File: src/lrpw_pkg.sv
// Shared types and constants for the line rasterizer pixel writer.
package lrpw_pkg;

  localparam int unsigned COORD_BITS_DEF = 12;
  localparam int unsigned ADDR_BITS      = 32;
  localparam int unsigned DATA_BITS      = 32;
  localparam int unsigned COLOUR_BITS    = 32;
  localparam int unsigned BCNT_BITS      = 3;
  localparam int unsigned PITCH_BITS     = 16;
  localparam int unsigned CFG_IDX_BITS   = 2;
  localparam int unsigned CFG_DATA_BITS  = 32;
  localparam int unsigned MAX_BYTES      = 4;

  // request kind carried on the input tuser
  typedef enum logic {
    OP_START   = 1'b0,
    OP_ADVANCE = 1'b1
  } op_e;

  // configuration register indexes
  typedef enum logic [CFG_IDX_BITS-1:0] {
    CFG_BYTES_PER_PIXEL = 2'd0,
    CFG_ROW_PITCH       = 2'd1,
    CFG_FRAME_BASE      = 2'd2,
    CFG_BIG_ENDIAN      = 2'd3
  } cfg_idx_e;

  localparam logic [BCNT_BITS-1:0]  BPP_RESET   = 3'd4;
  localparam logic [PITCH_BITS-1:0] PITCH_RESET = 16'd4096;
  localparam logic [ADDR_BITS-1:0]  BASE_RESET  = '0;

  // stepper status toward the top level
  typedef struct packed {
    logic active;  // a line is being drawn
    logic last;    // current pixel is the final one
  } step_ctl_t;

endpackage

File: src/line_rasterizer_pixel_writer.sv
// Top level of the Bresenham line rasterizer with framebuffer pixel writes.
//
// Input stream (s_axis): tuser selects the request kind, start a line or
// advance one pixel; tdata carries both endpoints and the colour. A start
// request sets up the line and produces no output. Each advance request on an
// active line produces one framebuffer write on the output stream (m_axis):
// byte address, lane-ordered data, byte count and pixel coordinates, with
// tlast on the final pixel. An advance with no active line is consumed and
// produces nothing.
// A write appears on m_axis in the cycle after its advance request is taken.
// Throughput: one request per cycle unless the output register is stalled;
// the Bresenham step is one add and compare on the line state, the address
// two multiplies and adds into the output register.
// Stall: the output register holds its write while m_axis_tready is low; a new
// request is taken whenever the output register is empty or being drained in
// the same cycle.
// Reset: no line active, output empty, configuration at 4 bytes per pixel,
// row pitch 4096, base 0, little-endian lanes.
// Configuration writes go through cfg_we_i / cfg_index_i / cfg_data_i and take
// effect at the next edge; write them only while the block is idle.
module line_rasterizer_pixel_writer #(
  parameter int unsigned COORD_BITS = lrpw_pkg::COORD_BITS_DEF,
  localparam int unsigned IN_RAW  = 4 * COORD_BITS + lrpw_pkg::COLOUR_BITS,
  localparam int unsigned IN_W    = ((IN_RAW + 7) / 8) * 8,
  localparam int unsigned OUT_RAW = lrpw_pkg::ADDR_BITS + lrpw_pkg::DATA_BITS +
                                    lrpw_pkg::BCNT_BITS + 2 * COORD_BITS,
  localparam int unsigned OUT_W   = ((OUT_RAW + 7) / 8) * 8
) (
  input  logic                                clk_i,
  input  logic                                rst_ni,
  // configuration write port
  input  logic                                cfg_we_i,
  input  logic [lrpw_pkg::CFG_IDX_BITS-1:0]   cfg_index_i,
  input  logic [lrpw_pkg::CFG_DATA_BITS-1:0]  cfg_data_i,
  // request stream
  input  logic                                s_axis_tvalid,
  output logic                                s_axis_tready,
  // tdata, low to high: x_start, y_start, x_end, y_end, colour, zero fill
  input  logic [IN_W-1:0]                     s_axis_tdata,
  // tuser: operation
  input  logic                                s_axis_tuser,
  // pixel write stream
  output logic                                m_axis_tvalid,
  input  logic                                m_axis_tready,
  // tdata, low to high: pixel_address, write_data, byte_count, pixel_x,
  // pixel_y, zero fill
  output logic [OUT_W-1:0]                    m_axis_tdata,
  // tlast: last
  output logic                                m_axis_tlast
);

  localparam int unsigned CB = COORD_BITS;

  // configuration registers
  logic [lrpw_pkg::BCNT_BITS-1:0]  bpp_q;
  logic [lrpw_pkg::PITCH_BITS-1:0] pitch_q;
  logic [lrpw_pkg::ADDR_BITS-1:0]  base_q;
  logic                            be_q;

  always_ff @(posedge clk_i or negedge rst_ni) begin
    if (!rst_ni) begin
      bpp_q   <= lrpw_pkg::BPP_RESET;
      pitch_q <= lrpw_pkg::PITCH_RESET;
      base_q  <= lrpw_pkg::BASE_RESET;
      be_q    <= 1'b0;
    end else if (cfg_we_i) begin
      case (lrpw_pkg::cfg_idx_e'(cfg_index_i))
        lrpw_pkg::CFG_BYTES_PER_PIXEL: bpp_q   <= cfg_data_i[lrpw_pkg::BCNT_BITS-1:0];
        lrpw_pkg::CFG_ROW_PITCH:       pitch_q <= cfg_data_i[lrpw_pkg::PITCH_BITS-1:0];
        lrpw_pkg::CFG_FRAME_BASE:      base_q  <= cfg_data_i[lrpw_pkg::ADDR_BITS-1:0];
        lrpw_pkg::CFG_BIG_ENDIAN:      be_q    <= cfg_data_i[0];
        default: ;
      endcase
    end
  end

  // request unpack
  logic                             in_acc;
  lrpw_pkg::op_e                    in_op;
  logic [CB-1:0]                    in_x0, in_y0, in_x1, in_y1;
  logic [lrpw_pkg::COLOUR_BITS-1:0] in_colour;

  assign in_op     = lrpw_pkg::op_e'(s_axis_tuser);
  assign in_x0     = s_axis_tdata[0*CB +: CB];
  assign in_y0     = s_axis_tdata[1*CB +: CB];
  assign in_x1     = s_axis_tdata[2*CB +: CB];
  assign in_y1     = s_axis_tdata[3*CB +: CB];
  assign in_colour = s_axis_tdata[4*CB +: lrpw_pkg::COLOUR_BITS];

  // output register is the skid stage: take a request if it is empty or draining
  logic out_valid_q, out_valid_d;
  assign s_axis_tready = ~out_valid_q | m_axis_tready;
  assign in_acc        = s_axis_tvalid & s_axis_tready;

  logic [CB-1:0]                    cur_x, cur_y;
  logic [lrpw_pkg::COLOUR_BITS-1:0] cur_colour;
  lrpw_pkg::step_ctl_t              ctl;

  lrpw_stepper #(.COORD_BITS(COORD_BITS)) u_stepper (
    .clk_i     (clk_i),
    .rst_ni    (rst_ni),
    .accept_i  (in_acc),
    .op_i      (in_op),
    .x_start_i (in_x0),
    .y_start_i (in_y0),
    .x_end_i   (in_x1),
    .y_end_i   (in_y1),
    .colour_i  (in_colour),
    .cur_x_o   (cur_x),
    .cur_y_o   (cur_y),
    .colour_o  (cur_colour),
    .ctl_o     (ctl)
  );

  logic [lrpw_pkg::ADDR_BITS-1:0] f_addr;
  logic [lrpw_pkg::DATA_BITS-1:0] f_data;
  logic [lrpw_pkg::BCNT_BITS-1:0] f_bcnt;

  lrpw_pixel_fmt #(.COORD_BITS(COORD_BITS)) u_fmt (
    .cur_x_i      (cur_x),
    .cur_y_i      (cur_y),
    .colour_i     (cur_colour),
    .bpp_i        (bpp_q),
    .pitch_i      (pitch_q),
    .base_i       (base_q),
    .big_endian_i (be_q),
    .addr_o       (f_addr),
    .data_o       (f_data),
    .byte_count_o (f_bcnt)
  );

  // a write is produced only by an advance on an active line
  logic emit;
  assign emit = in_acc & (in_op == lrpw_pkg::OP_ADVANCE) & ctl.active;

  always_comb begin
    if (emit) begin
      out_valid_d = 1'b1;
    end else if (m_axis_tready) begin
      out_valid_d = 1'b0;
    end else begin
      out_valid_d = out_valid_q;
    end
  end

  always_ff @(posedge clk_i or negedge rst_ni) begin
    if (!rst_ni) begin
      out_valid_q <= 1'b0;
    end else begin
      out_valid_q <= out_valid_d;
    end
  end

  // payload register, no reset needed
  logic [lrpw_pkg::ADDR_BITS-1:0] addr_q;
  logic [lrpw_pkg::DATA_BITS-1:0] data_q;
  logic [lrpw_pkg::BCNT_BITS-1:0] bcnt_q;
  logic [CB-1:0]                  px_q, py_q;
  logic                           last_q;

  always_ff @(posedge clk_i) begin
    if (emit) begin
      addr_q <= f_addr;
      data_q <= f_data;
      bcnt_q <= f_bcnt;
      px_q   <= cur_x;
      py_q   <= cur_y;
      last_q <= ctl.last;
    end
  end

  assign m_axis_tvalid = out_valid_q;
  assign m_axis_tlast  = last_q;
  assign m_axis_tdata  = OUT_W'({py_q, px_q, bcnt_q, data_q, addr_q});

  // checks
  a_skid_blocks: assert property (@(posedge clk_i) disable iff (!rst_ni)
    (out_valid_q && !m_axis_tready) |-> !s_axis_tready)
    else $error("request taken while output register is stalled");

  a_start_activates: assert property (@(posedge clk_i) disable iff (!rst_ni)
    (in_acc && in_op == lrpw_pkg::OP_START) |=> ctl.active)
    else $error("line not active after start");

  a_last_ends_line: assert property (@(posedge clk_i) disable iff (!rst_ni)
    (emit && ctl.last) |=> (!ctl.active && out_valid_q && m_axis_tlast))
    else $error("final pixel did not end the line");

  a_bcnt_range: assert property (@(posedge clk_i) disable iff (!rst_ni)
    out_valid_q |-> (bcnt_q != '0 &&
                     bcnt_q <= lrpw_pkg::BCNT_BITS'(lrpw_pkg::MAX_BYTES)))
    else $error("byte count out of range");

endmodule

File: src/lrpw_stepper.sv
// Bresenham line state: setup on start requests, one step per advance request.
module lrpw_stepper #(
  parameter int unsigned COORD_BITS = lrpw_pkg::COORD_BITS_DEF
) (
  input  logic                               clk_i,
  input  logic                               rst_ni,
  input  logic                               accept_i,
  input  lrpw_pkg::op_e                      op_i,
  input  logic [COORD_BITS-1:0]              x_start_i,
  input  logic [COORD_BITS-1:0]              y_start_i,
  input  logic [COORD_BITS-1:0]              x_end_i,
  input  logic [COORD_BITS-1:0]              y_end_i,
  input  logic [lrpw_pkg::COLOUR_BITS-1:0]   colour_i,
  output logic [COORD_BITS-1:0]              cur_x_o,
  output logic [COORD_BITS-1:0]              cur_y_o,
  output logic [lrpw_pkg::COLOUR_BITS-1:0]   colour_o,
  output lrpw_pkg::step_ctl_t                ctl_o
);

  localparam int unsigned DW = COORD_BITS + 2;  // decision term width
  localparam int unsigned TW = COORD_BITS + 1;  // doubled delta / pixel count

  logic [COORD_BITS-1:0]            cur_x_q, cur_x_d, cur_y_q, cur_y_d;
  logic [TW-1:0]                    left_q, left_d;
  logic signed [DW-1:0]             dterm_q, dterm_d;
  logic [TW-1:0]                    t2dx_q, t2dx_d, t2dy_q, t2dy_d;
  logic                             xb_q, xb_d, yb_q, yb_d, xm_q, xm_d;
  logic [lrpw_pkg::COLOUR_BITS-1:0] colour_q, colour_d;
  logic                             active_q, active_d;

  // setup terms
  logic                  s_xb, s_yb, s_xm;
  logic [COORD_BITS-1:0] s_dx, s_dy, s_major;
  logic [TW-1:0]         s_t2dx, s_t2dy, s_minor2;

  // step terms
  logic          is_last, d_pos, step_x, step_y;
  logic [TW-1:0] add_t, sub_t;

  always_comb begin
    s_xb     = x_end_i < x_start_i;
    s_yb     = y_end_i < y_start_i;
    s_dx     = s_xb ? (x_start_i - x_end_i) : (x_end_i - x_start_i);
    s_dy     = s_yb ? (y_start_i - y_end_i) : (y_end_i - y_start_i);
    s_t2dx   = {s_dx, 1'b0};
    s_t2dy   = {s_dy, 1'b0};
    s_xm     = s_dx > s_dy;
    s_major  = s_xm ? s_dx : s_dy;
    s_minor2 = s_xm ? s_t2dy : s_t2dx;

    is_last = left_q <= TW'(1);
    d_pos   = ~dterm_q[DW-1];
    step_x  = xm_q | d_pos;
    step_y  = ~xm_q | d_pos;
    add_t   = xm_q ? t2dy_q : t2dx_q;
    sub_t   = d_pos ? (xm_q ? t2dx_q : t2dy_q) : '0;

    cur_x_d  = cur_x_q;
    cur_y_d  = cur_y_q;
    left_d   = left_q;
    dterm_d  = dterm_q;
    t2dx_d   = t2dx_q;
    t2dy_d   = t2dy_q;
    xb_d     = xb_q;
    yb_d     = yb_q;
    xm_d     = xm_q;
    colour_d = colour_q;
    active_d = active_q;

    if (accept_i) begin
      if (op_i == lrpw_pkg::OP_START) begin
        cur_x_d  = x_start_i;
        cur_y_d  = y_start_i;
        t2dx_d   = s_t2dx;
        t2dy_d   = s_t2dy;
        xb_d     = s_xb;
        yb_d     = s_yb;
        xm_d     = s_xm;
        dterm_d  = $signed({1'b0, s_minor2}) - $signed({2'b00, s_major});
        left_d   = {1'b0, s_major} + TW'(1);
        colour_d = colour_i;
        active_d = 1'b1;
      end else if (active_q) begin
        dterm_d = dterm_q + $signed({1'b0, add_t}) - $signed({1'b0, sub_t});
        if (step_x) cur_x_d = xb_q ? cur_x_q - COORD_BITS'(1) : cur_x_q + COORD_BITS'(1);
        if (step_y) cur_y_d = yb_q ? cur_y_q - COORD_BITS'(1) : cur_y_q + COORD_BITS'(1);
        if (is_last) begin
          left_d   = '0;
          active_d = 1'b0;
        end else begin
          left_d = left_q - TW'(1);
        end
      end
    end
  end

  always_ff @(posedge clk_i or negedge rst_ni) begin
    if (!rst_ni) begin
      cur_x_q  <= '0;
      cur_y_q  <= '0;
      left_q   <= '0;
      dterm_q  <= '0;
      t2dx_q   <= '0;
      t2dy_q   <= '0;
      xb_q     <= 1'b0;
      yb_q     <= 1'b0;
      xm_q     <= 1'b0;
      colour_q <= '0;
      active_q <= 1'b0;
    end else begin
      cur_x_q  <= cur_x_d;
      cur_y_q  <= cur_y_d;
      left_q   <= left_d;
      dterm_q  <= dterm_d;
      t2dx_q   <= t2dx_d;
      t2dy_q   <= t2dy_d;
      xb_q     <= xb_d;
      yb_q     <= yb_d;
      xm_q     <= xm_d;
      colour_q <= colour_d;
      active_q <= active_d;
    end
  end

  assign cur_x_o     = cur_x_q;
  assign cur_y_o     = cur_y_q;
  assign colour_o    = colour_q;
  assign ctl_o.active = active_q;
  assign ctl_o.last   = is_last;

endmodule

File: src/lrpw_pixel_fmt.sv
// Pixel write formatting: byte address, lane-ordered data and byte count.
module lrpw_pixel_fmt #(
  parameter int unsigned COORD_BITS = lrpw_pkg::COORD_BITS_DEF
) (
  input  logic [COORD_BITS-1:0]             cur_x_i,
  input  logic [COORD_BITS-1:0]             cur_y_i,
  input  logic [lrpw_pkg::COLOUR_BITS-1:0]  colour_i,
  input  logic [lrpw_pkg::BCNT_BITS-1:0]    bpp_i,
  input  logic [lrpw_pkg::PITCH_BITS-1:0]   pitch_i,
  input  logic [lrpw_pkg::ADDR_BITS-1:0]    base_i,
  input  logic                              big_endian_i,
  output logic [lrpw_pkg::ADDR_BITS-1:0]    addr_o,
  output logic [lrpw_pkg::DATA_BITS-1:0]    data_o,
  output logic [lrpw_pkg::BCNT_BITS-1:0]    byte_count_o
);

  localparam int unsigned RW = COORD_BITS + lrpw_pkg::PITCH_BITS;
  localparam int unsigned XW = COORD_BITS + lrpw_pkg::BCNT_BITS;

  logic [lrpw_pkg::BCNT_BITS-1:0] n;
  logic [RW-1:0]                  row_off;
  logic [XW-1:0]                  col_off;
  logic [lrpw_pkg::BCNT_BITS-1:0] src;

  always_comb begin
    // 0 acts as one byte, anything above four as four
    if (bpp_i == '0) begin
      n = lrpw_pkg::BCNT_BITS'(1);
    end else if (bpp_i > lrpw_pkg::BCNT_BITS'(lrpw_pkg::MAX_BYTES)) begin
      n = lrpw_pkg::BCNT_BITS'(lrpw_pkg::MAX_BYTES);
    end else begin
      n = bpp_i;
    end

    row_off = RW'(cur_y_i) * RW'(pitch_i);
    col_off = XW'(cur_x_i) * XW'(n);
    addr_o  = base_i + lrpw_pkg::ADDR_BITS'(row_off) + lrpw_pkg::ADDR_BITS'(col_off);

    data_o = '0;
    for (int i = 0; i < int'(lrpw_pkg::MAX_BYTES); i++) begin
      src = big_endian_i ? (n - lrpw_pkg::BCNT_BITS'(1) - lrpw_pkg::BCNT_BITS'(i))
                         : lrpw_pkg::BCNT_BITS'(i);
      if (lrpw_pkg::BCNT_BITS'(i) < n) begin
        data_o[8*i +: 8] = colour_i[8*src[1:0] +: 8];
      end
    end

    byte_count_o = n;
  end

endmodule

File: config.mk
export PLATFORM = sky130hd
export DESIGN_NAME = line_rasterizer_pixel_writer
export DESIGN_NICKNAME = d
export VERILOG_FILES = /design/src/lrpw_pkg.sv /design/src/line_rasterizer_pixel_writer.sv /design/src/lrpw_stepper.sv /design/src/lrpw_pixel_fmt.sv
export SDC_FILE = /design/constraint.sdc
export NUM_CORES = 1
export LEC_CHECK = 0
export ABC_AREA = 1
export BUFFER_PORTS_ARGS = -buffer_cell sky130_fd_sc_hd__buf_4
export CORE_ASPECT_RATIO = 1.2
export CORE_UTILIZATION = 50
export DETAILED_ROUTE_END_ITERATION = 10
export PLACE_DENSITY = 0.69
export SETUP_SLACK_MARGIN = 0.2
export SYNTH_ARGS = -nofsm -noshare
export SYNTH_HDL_FRONTEND = slang
export SYNTH_SLANG_ARGS = --single-unit
File: constraint.sdc
create_clock -name clk_i -period 15.65 [get_ports clk_i]
set_clock_uncertainty 0.1 [all_clocks]
set_input_delay 3.13 -clock clk_i [delete_from_list [all_inputs] [get_ports clk_i]]
set_output_delay 3.13 -clock clk_i [all_outputs]
set_load 0.005 [all_outputs]
== Word level (Yosys, flattened, before mapping) ==
Index checks and enable logic that the tools add are counted.

* Flip-flop bits (word level): 256
* Word-level logic and storage cells: 117
* Output and inout port bits: 99
* Input bits: 120

* Add/subtract/negate cells: 19
* Muxes and demuxes: 31
* Bitwise logic cells: 10
* $lt $le $gt $ge: 9
* Shifts and indexed selects: 4
* Equal/unequal tests: 6
* $mul: 2
* Reduce and logical (&&, ||, !) cells: 11

{| class="wikitable"
|+ Operator list
! kind !! number
|-
| 12-bit two-way mux || 11
|-
| 32-bit by 6-bit variable part select with 8-bit output || 4
|-
| 13-bit two-way mux || 7
|-
| 12-bit subtractor || 4
|-
| 32-bit by 15-bit adder with 32-bit output || 1
|-
| 32-bit by 28-bit adder with 32-bit output || 1
|-
| 12-bit by 16-bit multiplier with 28-bit output || 1
|-
| 14-bit two-way mux || 2
|-
| 12-bit by 1-bit adder with 12-bit output (second input constant) || 2
|-
| 12-bit less-than comparator || 2
|-
| 12-bit by 1-bit subtractor with 12-bit output (second input constant) || 2
|-
| 12-bit by 3-bit multiplier with 15-bit output || 1
|-
| 14-bit adder || 1
|-
| 13-bit by 12-bit subtractor with 14-bit output || 1
|-
| 14-bit subtractor || 1
|-
| 12-bit by 1-bit adder with 13-bit output (second input constant) || 1
|-
| 13-bit by 1-bit <= comparator with 1-bit output (second input constant) || 1
|-
| 13-bit by 1-bit subtractor with 13-bit output (second input constant) || 1
|-
| 12-bit greater-than comparator || 1
|-
| 2-bit AND reduction || 6
|-
| 2-bit two-way mux || 4
|-
| 1-bit by 3-bit less-than comparator with 1-bit output (first input constant) || 2
|-
| 2-bit by 3-bit less-than comparator with 1-bit output (first input constant) || 2
|-
| 3-bit two-way mux || 2
|-
| other kinds (14) || 31
|}

== Logic depth before layout (Yosys ltp) ==
* Depth in word-level cells: 7
* Depth in mapped cells: 42
* Depth with buffers taken out: 40

== Hierarchy ==
From an unflattened synthesis, not the netlist that was laid out.

* Cells, all modules: 3574
* Area, all modules: 26590.5 um2

{| class="wikitable"
|+ By module, submodules not included
! module !! seq. area each (um2) !! times used !! cells an instance !! area each (um2)
|-
| lrpw_stepper || 2752.6 || 1 || 1683 || 11165.7
|-
| lrpw_pixel_fmt || 0.0 || 1 || 1549 || 10343.7
|-
| line_rasterizer_pixel_writer || 4091.4 || 1 || 342 || 5081.1
|}

== Worst setup path after synthesis ==
No wires, ideal clock.

* Path kind: input to register
* Start: input s_axis_tuser
* End: register addr_q[0] (netlist bit) (enable)
* Stages on the path: 4
* Data arrival time: 9.922 ns
* Buffers on the path: 2
* Required time: 14.895 ns
* Setup time: 0.655 ns
* Slack: 4.972 ns
* Path through: clkbuf_1 > inv_1 > clkbuf_1 > nor3_1

* Cells in the longest elaborated chain, start to end: 2

{| class="wikitable"
|+ RTL lines
! what !! RTL line !! text
|-
| start: declaration || line_rasterizer_pixel_writer.sv:41 || <nowiki>input logic s_axis_tuser,</nowiki>
|-
| 1-bit bitwise AND (2 in a row) || line_rasterizer_pixel_writer.sv:134 || <nowiki>assign emit = in_acc & (in_op == lrpw_pkg::OP_ADVANCE) & ctl.active;</nowiki>
|-
| via emit || line_rasterizer_pixel_writer.sv:133 || <nowiki>logic emit;</nowiki>
|-
| end signal: assignment || line_rasterizer_pixel_writer.sv:163 || <nowiki>addr_q <= f_addr;</nowiki>
|-
| end: declaration || line_rasterizer_pixel_writer.sv:155 || <nowiki>logic [lrpw_pkg::ADDR_BITS-1:0] addr_q;</nowiki>
|}

The timed path passes the listed nets, and every way through them passes these cells.
A chain may end at the register's enable or synchronous reset.

== Worst setup path in the final report ==
* Start: input s_axis_tdata[24]
* End: register u_stepper.dterm_q[12]

* Cells in the longest elaborated chain, start to end: 6
* Elaborated cells on any way between the ends: 9
* Those cells by class: add/sub (3); order compare (2); mux (4)

{| class="wikitable"
|+ RTL lines
! what !! RTL line !! text
|-
| start: declaration || line_rasterizer_pixel_writer.sv:39 || <nowiki>input logic [IN_W-1:0] s_axis_tdata,</nowiki>
|-
| 12-bit subtractor or 12-bit less-than comparator (tied branches) || lrpw_stepper.sv:43, lrpw_stepper.sv:41 ||
|-
| 12-bit two-way mux (*) || lrpw_stepper.sv:43 || <nowiki>s_dx = s_xb ? (x_start_i - x_end_i) : (x_end_i - x_start_i);</nowiki>
|-
| via u_stepper.s_dx[11] || lrpw_stepper.sv:33 || <nowiki>logic [COORD_BITS-1:0] s_dx, s_dy, s_major;</nowiki>
|-
| 12-bit greater-than comparator || lrpw_stepper.sv:47 || <nowiki>s_xm = s_dx > s_dy;</nowiki>
|-
| 13-bit two-way mux or 12-bit two-way mux (tied branches) || lrpw_stepper.sv:49, lrpw_stepper.sv:48 ||
|-
| 13-bit by 12-bit subtractor with 14-bit output (*) || lrpw_stepper.sv:79 || <nowiki>dterm_d = $signed({1'b0, s_minor2}) - $signed({2'b00, s_major});</nowiki>
|-
| 14-bit two-way mux (*) || lrpw_stepper.sv:71 || <nowiki>if (op_i == lrpw_pkg::OP_START) begin</nowiki>
|-
| end signal: assignment || lrpw_stepper.sv:114 || <nowiki>dterm_q <= dterm_d;</nowiki>
|-
| end: declaration || lrpw_stepper.sv:25 || <nowiki>logic signed [DW-1:0] dterm_q, dterm_d;</nowiki>
|}

The timed path passes the listed nets; every way through them passes the cells marked *.

==> metrics.txt <==
run status finished, final reports clean; Primary FF master, synth dfrtp_1; cell with the largest stage delay on the worst path xnor2_1; Critical path origin s_axis_tdata[24]; number of max-capacitance violations reported 0; Std-Cell Rows 90; post-synthesis area per instance around 7.7 µm²; total die area 0.0518 mm²; cell count after placement roughly 4000; Iter 0 DRT Violations 1296; TritonCTS buffer count 34; final count of negative-setup-slack endpoints 0; flops & latches, synth 255; count of flip-flops with a built-in enable after synthesis approximately 90; clk_lat worst skew 0.56 ns; CP most frequent cell nand2_1; I/O pin count 219; Reg2Reg Launch Point bpp_q[2]$_DFFE_PN1P_; top cell type's share of synthesized area 0.173; fillcell total ~4800; class of the worst hold path reg2reg; number of clock sinks seen by CTS roughly 260; slew margin rel. 0.213; largest fanout on the critical path 48; startpoint type of the worst setup path input pin; via count 21300; fraction of registers with async set or reset after synthesis 0.639; signal arrival time at the worst endpoint around 8.3 ns; clock tree from TritonCTS yes; Buffers on Ports 213; detailed-routing iteration count for the pre-antenna-repair pass 5; Max Clock Freq 0.126 GHz; count of mapped cells out of synthesis approximately 3300; detailed placement HPWL roughly 54000 µm; core outline area 0.0502 mm²; Netlist cell types 60; post-route setup TNS 0 ns; setup repair after global routing missed its margin no; actual slew at the worst max-slew pin roughly 1.2 ns; leading cell types by total area after synthesis fa_1 (17%), dfrtp_1 (16%), nand2_1 (13%); clock input transition at the sequential cells of the worst setup and hold paths 0.06 ns; post-layout instance count excluding filler cells ~4100; global-route total usage across every layer 0.270; warnings from Yosys 0; cells resized by post-CTS repair 0; endpoints failing hold 0; overflow left after global routing 0; root buffer selected by CTS clkbuf_16; ratio of cells with drive above 1 in the final layout 0.107; H-tree depth reported by CTS 2; die span in y ~250 µm; # nets final about 4000; post-layout minimum cycle time between 7 and 8 ns; first-pass GRT wire length 110000 µm; wirelength, routed slightly below 70000 µm; setup bufs post-CTS 0; type of destination of the critical path register; layout overhead on the synthesized area 12.2%; final number of max-transition violations 0; launch instance of the worst min-delay path u_stepper.active_q$_DFFE_PN0P_; die extent in x roughly 210 µm; post-cts hold buffer count 0; final standard cell area without fillers 0.0285 mm²; dominant cell type by area after synthesis fa_1; via count of the first global-routing pass 21100; ANT cells 0; data required time of the worst path 16.00 ns; pin count of the biggest net entering global routing 77; Starting Density 0.506; share of the cycle needed by the critical path after routing 0.507; critical path class in2reg; share of synthesized area occupied by flip-flops and latches 0.269; DRC violations left 0; maximum single-stage delay on the critical path ~0.45 ns; final weighted congestion in routability-driven placement between 0.9 and 1; post-synthesis cell area ~0.025 mm²; final routed wire length divided by cell count between 15 and 20 µm; number of vias per cell approximately 5.2; placed cell areas about 0.027 mm²; buffer levels on the longest clock path 3; antenna violations before repair 0; Post-DRT Antenna Nets 0; Min Hold Slack between 0.3 and 0.4 ns
## registers in the layout, summed over array words and instances (netlist names), 12 cells and up
| name | count |
|---|---|
| u_stepper.cur_y_o | 12 |
| pitch_q | 16 |
| u_stepper.cur_x_o | 12 |
| py_q | 12 |
| base_q | 32 |
| u_stepper.t2dx_q | 12 |
| u_stepper.colour_o | 32 |
| u_stepper.t2dy_q | 12 |
| u_stepper.dterm_q | 13 |
| addr_q | 32 |
| px_q | 12 |
| u_stepper.left_q | 13 |
| data_q | 32 |
## cell usage after synthesis (4+ instances only)
cell type / number
buf_1: 4
fa_1: 220
buf_4: 10
buf_6: 6
nor2_2: 7
inv_2: 4
clkbuf_1: 90
nand2_2: 34
or2_2: 6
nand3_1: 88
nor2_1: 133
inv_1: 670
a21o_1: 6
a21oi_1: 143
xnor2_1: 23
dfrtp_1: 161
o221ai_1: 10
nand2_1: 908
a31oi_1: 14
o21ai_0: 259
buf_2: 15
edfxtp_1: 92
o211ai_1: 12
a211oi_1: 4
xor2_1: 64
o21bai_1: 7
mux2_2: 11
ha_1: 197
nor3_1: 10
o22ai_1: 7
nand4_1: 25
o21a_1: 7
## kinds of logic after synthesis
kind of cell,after synthesis,synth area share
AND/OR/NAND/NOR,1222,0.195
buffers and inverters,802,0.122
AO/OA/AOI/OAI,497,0.108
adder cells (fa/ha/maj),417,0.270
flip-flops,255,0.269
XOR/XNOR,88,0.0306
multiplexers,11,0.00487
other,1,0.000147
## layout by cell type, fill, tap and decap left out, types with 9 or more instances in the layout
master     count
a31oi_1       14
nand2_2       34
a21oi_1      143
o21ai_0      258
fa_1         220
nor3_1         9
o211ai_1      12
nand3_1       87
xnor2_1       23
ha_1         197
edfxtp_1      92
mux2_2        11
nand4_1       25
o221ai_1      10
xor2_1        64
nor2_1       132
clkbuf_16     34
inv_1        669
nand2_1      908
dfrtp_1      161
buf_4        227
## critical path, delay by kind of cell
family                     cells  cell delay, ns
buffers and inverters          7            0.92
and+or+nand+nor               17            1.58
xor gates and xnor gates       1            0.45
adders and majority gates      4            1.43
AOI/OAI and AO/OA              5            0.76
## path summary, 6_finish.rpt
kind / endpoint / slack [ns] / depth (start not counted)
worst max register to register: addr_q[28]$_DFFE_PP_ / 8.23 / 28
worst max-delay path: u_stepper.dterm_q[12]$_DFFE_PN0P_ / 7.71 / 34
worst min-delay path: u_stepper.active_q$_DFFE_PN0P_ / 0.37 / 2
min in group asynchronous: u_stepper.left_q[4]$_DFFE_PN0P_ / 2.40 / 1
max in group asynchronous: base_q[30]$_DFFE_PN0P_ / 10.96 / 3
worst min register to register: u_stepper.active_q$_DFFE_PN0P_ / 0.37 / 2
## stage by stage
step                 util  setup WS [ns]
finish              0.568           7.71
floorplan               -           4.97
detailed placement  0.546           7.24
global placement    0.546           7.35
CTS                 0.568           7.81
global route        0.568           7.18
## area by class of cell
cell class / count / area, µm² / area share
tap: 644 / 806 / 0.0282
multi-input combinational: 2240 / 15500 / 0.543
timing repair buffer: 228 / 1720 / 0.0601
clock buffer: 45 / 932 / 0.0326
clock inverter: 17 / 198 / 0.00692
sequential: 255 / 6840 / 0.240
inverter: 677 / 2540 / 0.0891
## routing by layer
metal | vias to the layer above | global-route usage | part of all wire
met1 | 10200 | 0.334 | 0.41
met5 | - | 0 | 0
met3 | 127 | 0.0329 | 0.045
met4 | 0 | 0.102 | 0.036
li1 | 10500 | - | -
met2 | 524 | 0.479 | 0.51
Power is left out: the tool's default activity adds up to more than one toggle a clock period on the data nets, which glitch-free logic cannot reach.
